`config.mk`:
```
export PLATFORM = sky130hd
export DESIGN_NAME = iecc_rsp_queue
export DESIGN_NICKNAME = d
export VERILOG_FILES = /design/src/rtl/iecc_pkg.sv /design/src/rtl/iecc_rsp_queue.sv
export SDC_FILE = /design/constraint.sdc
export NUM_CORES = 1
export LEC_CHECK = 0
export ABC_CLOCK_PERIOD_IN_PS = 7080
export BUFFER_PORTS_ARGS = -buffer_cell sky130_fd_sc_hd__buf_4
export CORE_MARGIN = 8
export CORE_UTILIZATION = 44
export CTS_CLUSTER_SIZE = 8
export DETAILED_ROUTE_END_ITERATION = 10
export GPL_TIMING_DRIVEN = 0
export PLACE_DENSITY_LB_ADDON = 0.2
export SYNTH_ARGS = -nofsm -noshare
export SYNTH_HDL_FRONTEND = slang
export SYNTH_SLANG_ARGS = --single-unit
```
`constraint.sdc`:
```
create_clock -name clock -period 7.08 [get_ports clock]
set_input_delay 0.708 -clock clock [delete_from_list [all_inputs] [get_ports clock]]
set_output_delay 0.708 -clock clock [all_outputs]
set_load 0.005 [all_outputs]
```
`src/rtl/iecc_pkg.sv`:
```
// Shared types, constants and ones'-complement helpers for the ICMP echo
// checksum checker. No dependencies; every other file imports this package.
package iecc_pkg;

   // Input transaction payload
   typedef struct packed {
      logic [63:0] in_data;
      logic [7:0]  in_keep;
      logic        in_last;
   } req_payload_type;

   // Result transaction payload
   typedef struct packed {
      logic        result_kind;
      logic [63:0] out_data;
      logic [7:0]  out_keep;
      logic        out_last;
      logic        keep_packet;
      logic [15:0] reply_checksum;
      logic        run_end;
   } rsp_payload_type;

   // Result kinds
   localparam logic KIND_DATA    = 1'b0;
   localparam logic KIND_VERDICT = 1'b1;

   // Word positions inside a packet
   localparam int unsigned WIDX_W = 7;
   localparam logic [WIDX_W-1:0] WORD_FIRST  = 7'd0;
   localparam logic [WIDX_W-1:0] WORD_SECOND = 7'd1;
   localparam logic [WIDX_W-1:0] WORD_ICMP   = 7'd2;
   localparam logic [WIDX_W-1:0] WORD_MAX    = 7'd127;

   // ICMP codes
   localparam logic [7:0]  ECHO_REQUEST_TYPE = 8'd8;
   localparam logic [7:0]  ECHO_REPLY_TYPE   = 8'd0;
   localparam logic [7:0]  ECHO_CODE         = 8'd0;
   localparam logic [15:0] TYPE_CODE_DELTA   = 16'h0800;
   localparam logic [15:0] ALL_ONES16        = 16'hFFFF;

   // Result queue sizing
   localparam int unsigned Q_DEPTH    = 4;
   localparam int unsigned Q_CNT_W    = 3;
   localparam int unsigned MAX_PUSH   = 3;
   localparam int unsigned PUSH_CNT_W = 2;

   // 16-bit ones'-complement add with end-around carry
   function automatic logic [15:0] oc_add(input logic [15:0] a, input logic [15:0] b);
      logic [16:0] s;
      logic [16:0] f;
      s = {1'b0, a} + {1'b0, b};
      f = {1'b0, s[15:0]} + {16'd0, s[16]};
      return f[15:0];
   endfunction

   // Byte pair of one lane in network order
   function automatic logic [15:0] lane_value(input logic [15:0] pair);
      return {pair[7:0], pair[15:8]};
   endfunction

endpackage

```
`src/rtl/iecc_rsp_queue.sv`:
```
// Small shifting result queue: takes up to three results per cycle, hands
// out one per cycle on ready from a registered head. Depends on iecc_pkg.
module iecc_rsp_queue (
   input  logic                                    clock,
   input  logic                                    reset,
   input  logic [iecc_pkg::PUSH_CNT_W-1:0]         push_n,
   input  iecc_pkg::rsp_payload_type               push_data [0:iecc_pkg::MAX_PUSH-1],
   output logic                                    has_room,
   output logic                                    out_valid,
   input  logic                                    out_ready,
   output iecc_pkg::rsp_payload_type               out_data
);
   import iecc_pkg::*;

   rsp_payload_type         slot_ff  [0:Q_DEPTH-1];
   rsp_payload_type         slot_in  [0:Q_DEPTH-1];
   rsp_payload_type         shifted  [0:Q_DEPTH-1];
   logic [Q_CNT_W-1:0]      count_ff;
   logic [Q_CNT_W-1:0]      count_in;
   logic [Q_CNT_W-1:0]      after_pop;
   logic [Q_CNT_W-1:0]      rel;
   logic                    pop;

   assign out_valid = (count_ff != '0);
   assign out_data  = slot_ff[0];
   // room for a full burst of results
   assign has_room  = (count_ff <= Q_CNT_W'(Q_DEPTH - MAX_PUSH));

   // queue contents after a pop and the new pushes
   always_comb begin
      pop       = out_valid && out_ready;
      after_pop = count_ff - {{(Q_CNT_W-1){1'b0}}, pop};
      count_in  = after_pop + {{(Q_CNT_W-PUSH_CNT_W){1'b0}}, push_n};
      for (int i = 0; i < Q_DEPTH - 1; i++) begin
         shifted[i] = slot_ff[i+1];
      end
      shifted[Q_DEPTH-1] = slot_ff[Q_DEPTH-1];
      for (int i = 0; i < Q_DEPTH; i++) begin
         slot_in[i] = slot_ff[i];
         rel        = Q_CNT_W'(i) - after_pop;
         if (Q_CNT_W'(i) < after_pop) begin
            if (pop) begin
               slot_in[i] = shifted[i];
            end
         end else if (rel < {{(Q_CNT_W-PUSH_CNT_W){1'b0}}, push_n}) begin
            slot_in[i] = push_data[rel[PUSH_CNT_W-1:0]];
         end
      end
   end

   always_ff @(posedge clock) begin
      if (reset) begin
         count_ff <= '0;
      end else begin
         count_ff <= count_in;
      end
   end

   always_ff @(posedge clock) begin
      for (int i = 0; i < Q_DEPTH; i++) begin
         slot_ff[i] <= slot_in[i];
      end
   end

endmodule

```
# --- Word-level counts from Yosys, hierarchy flattened ---
# Memories as Yosys holds them, arrays and structs flattened.
# Index checks and enable logic that the tools add are counted.
classes:
  add_sub_neg: 6
  order_cmp: 13
  muxes: 23
  bitwise: 4
  reduce_logical: 2
op_table:
  columns: ["operator", "count"]
  rows:
  - ["2-to-1 mux 92 bit", 19]
  - ["binary-select mux 92 bit (select 2 bit)", 4]
  - ["greater-or-equal comparator 3 bit (second input constant)", 4]
  - ["less-than comparator 3 x 2 -> 1 bit", 4]
  - ["NOT 2 -> 3 bit", 4]
  - ["less-than comparator 1 x 3 -> 1 bit (first input constant)", 2]
  - ["less-than comparator 2 x 3 -> 1 bit (first input constant)", 2]
  - ["subtractor 1 x 3 -> 3 bit (first input constant)", 2]
  - ["subtractor 2 x 3 -> 3 bit (first input constant)", 2]
  - ["adder 3 x 2 -> 3 bit", 1]
  - ["<= comparator 3 x 1 -> 1 bit (second input constant)", 1]
  - ["nonzero test 3 bit", 1]
  - ["subtractor 3 x 1 -> 3 bit", 1]
  - ["logical AND 1 bit", 1]
totals:
  ff_bits: 3
  ramBits: 368
  output_inout_bits: 94
  elab_cells: 50
  memories: 1
mem_list:
  columns: ["name", "words", "width", "rd", "rd_clocked_by_memory_dff", "write_ports", "line_no", "text"]
  rows:
  - ["slot_ff", 4, 92, 4, 0, 4, "iecc_rsp_queue.sv:15", "rsp_payload_type slot_ff [0:Q_DEPTH-1];"]

# --- Logic depth before layout (Yosys ltp) ---
depth:
  depth_word: 10
  depth_mapped: 14

# --- Worst setup path after synthesis ---
# OpenSTA, ideal clock, no wires.
synth_path:
  path_kind: "input -> register"
  from: "in out_ready"
  to: "mem slot_ff[3][0] (netlist bit) (enable)"
  arrival_time_ns: 6.812
  slack_ns: -0.305
  stages: 12
  cell_sequence: "o31a_1 ha_1 ha_1 buf_6 buf_6 buf_6 buf_6 buf_4 inv_1 ha_1 inv_1 a21oi_1"
synth_rtl:
  columns: ["item", "line_no", "text"]
  rows:
  - ["start: declaration", "iecc_rsp_queue.sv:10", "input logic out_ready,"]
  - ["end: declaration", "iecc_rsp_queue.sv:15", null]

==> results.toml <==
[outcome]
status = "complete, no violations"

[placed_design]
gp_congestion = 0.823
place_area_mm2 = 0.0236
portBuffers = 374
dpl.hpwl_um = 47300

[grt]
grt_pass1_wl_um = 99800
grt_max_degree = 60
grt_overflow_total = 0
antenna_found_initial = 10
first_global_vias = 15900
grtUsageTotal_pct = 24.7

[logic_synthesis]
yosysUniqueCellTypes = 34
synth_nets = 1788
synth_area_per_cell_um2 = 13.2
ys_async_sr_fraction_pct = 0
synth_area_mm2 = 0.0198
synth_top_area_cell = "edfxtp_1"
synth_edf_count = 368
ys_ff_latch = 371
synth_flop_cell = "edfxtp_1"
synth.area.top_cells = "edfxtp_1 56%, mux2i_1 9.8%, a22o_1 7.2%"
ys_warn_count = 0
seq_area_frac_synth_pct = 56.1
yosysTopAreaCellShare_pct = 55.8
netlist_instances = 1498

[routing]
routedWlPerCell_um = 26.5
routed_wl_um = 67100
drt_iter0_drc = 1283
ant_nets = 0
top_layer = "met5"
wl_met3_um = 4870
via_per_inst = 6.01
route.detailed.drc = 0
firstDrtPassIters = 5
vias = 15200
wl_met2_um = 32500
wl_met1_um = 28100

[sta]
finalSetupViolCount = 0
rsz0062_at_grt = "false"
relSlewSlack_pct = 30.9
finalCriticalPeriod_ns = 4.72
fmax_mhz = 212
finalCritPeriodShare_pct = 66.7
worst_pin_slew_ns = 1.04
setup_tns_ns = 0
fin_skew_ns = 0.0163
hold_viol = 0
drv_slew = 0

[die]
die_w_um = 228
core.rowCount = 77
io_pins = 375
core_mm2 = 0.0443
dieArea_mm2 = 0.0521
start_util_pct = 44.7
die_height_um = 228

[critical_path]
critPathKind = "flip-flop to flip-flop"
endpoint_kind = "flip-flop"
crit_family = "buffers and inverters"
cp.arrival_ns = 4.95
startpoint = "count_ff[2]"
path_common_cell = "ha_1"
start_kind = "flip-flop"
r2r-start = "count_ff[2]"
cp.required_ns = 7.31
reg2reg_depth = 13
crit_path_max_fanout = 59
r2r_slack_ns = 2.36
r2r_end = "slot_ff[2][38]"
crit_path_max_incr_delay_ns = 0.64
critical_path.slowest_cell = "clkbuf_1"
cp_num_buf_inv = 5
path_cells = "o31a_1, ha_1, ha_1, buf_6, buf_6, nor2b_1, clkbuf_1, buf_2, nor2_1, ha_1, a211oi_1, mux2_4, buf_16"

[cells_and_area]
area_growth_pct = 25.9
final_common_cell = "buf_4"
fin_util_pct = 56.3
drive_gt1_share_pct = 35.7
layout_common_cells = "393 x buf_4, 368 x edfxtp_1, 276 x a21oi_1"
nNetsFinal = 2223
final_area_mm2 = 0.0250

[worst_hold_path]
min_path_type = "input pin to flip-flop"
whs_endpoint = "count_ff[0]"
hp-start = "reset"
hold_depth = 2

[clocking]
clockBufferDepth = 3
cts_tree = "built"
post_cts_buffers = 0
htreeDepth = 2
cts_resized = 0
cts.clk_slew.worst_paths_ns = 0.05
cts_buffers = 52
root_buffer = "clkbuf_16"
cts_hold_buf = 0
clk_latency_ns = 0.58
cts.sinks = 371

[run]
cap_violations = 0
per-layer routing:
metal / GRT usage (%) / vias up
li1: - / 6848
met1: 31.8 / 7637
met2: 41.0 / 637
met3: 5.67 / 114
met4: 7.56 / 8
met5: 0 / -
cell usage after synthesis, types with 3 or more instances:
master and count:
edfxtp_1 368, a21oi_1 277, mux2i_1 194, a22o_1 162
mux2_2 124, a31oi_1 93, buf_2 65, clkbuf_1 46
mux2_4 36, buf_4 19, buf_1 15, mux2_1 15
nand2_1 13, o21ai_0 13, o2bb2ai_1 10, buf_6 8
ha_1 8, inv_1 8, nor2_1 5, dfxtp_1 3
nor2b_1 3
layout make-up:
| type | instances | area, um2 |
|---|---|---|
| clock inverter | 3 | 21.3 |
| clock buffer | 56 | 1340 |
| inverter | 8 | 30.0 |
| fill | 3762 | 19400 |
| tap | 592 | 741 |
| sequential | 371 | 11100 |
| timing repair buffer | 381 | 2990 |
| multi-input combinational | 966 | 7920 |
| buffer | 153 | 787 |
| antenna | 7 | 17.5 |
flip-flops by register name, indices dropped and copies added, names as in the netlist:
name,count
slot_ff,368
count_ff,3
cells by family (layout without fill, tap and decap cells):
family	Yosys count	count (layout)	share of synthesized area [%]
multiplexers	369	369	20.4
flip-flops	371	371	56.1
AND/OR/NAND/NOR	25	25	0.568
buffers and inverters	161	601	4.12
XOR/XNOR	2	2	0.126
AO/OA/AOI/OAI	561	561	18.1
other	0	7	0
adder cells (fa/ha/maj)	9	9	0.606
worst max-delay path by stage:
stage                     endpoint  cells past startpoint
floorplan            slot_ff[3][0]                     12
global placement    slot_ff[3][33]                     13
detailed placement  slot_ff[2][36]                     14
CTS                 slot_ff[2][38]                     13
global route        slot_ff[2][38]                     13
finish              slot_ff[2][38]                     13
per-stage QoR:
stage               setup slack, ns  hold WS, ns  std cells
floorplan                      1.54        0.508       1498
global placement             -0.971        0.514       2464
detailed placement             1.98        0.517       2471
CTS                            2.27        0.270       2530
global route                   2.10        0.288       2534
finish                         2.36        0.315       2537
Power is left out: the tool's default activity adds up to more than one toggle a clock period on the data nets, which glitch-free logic cannot reach.
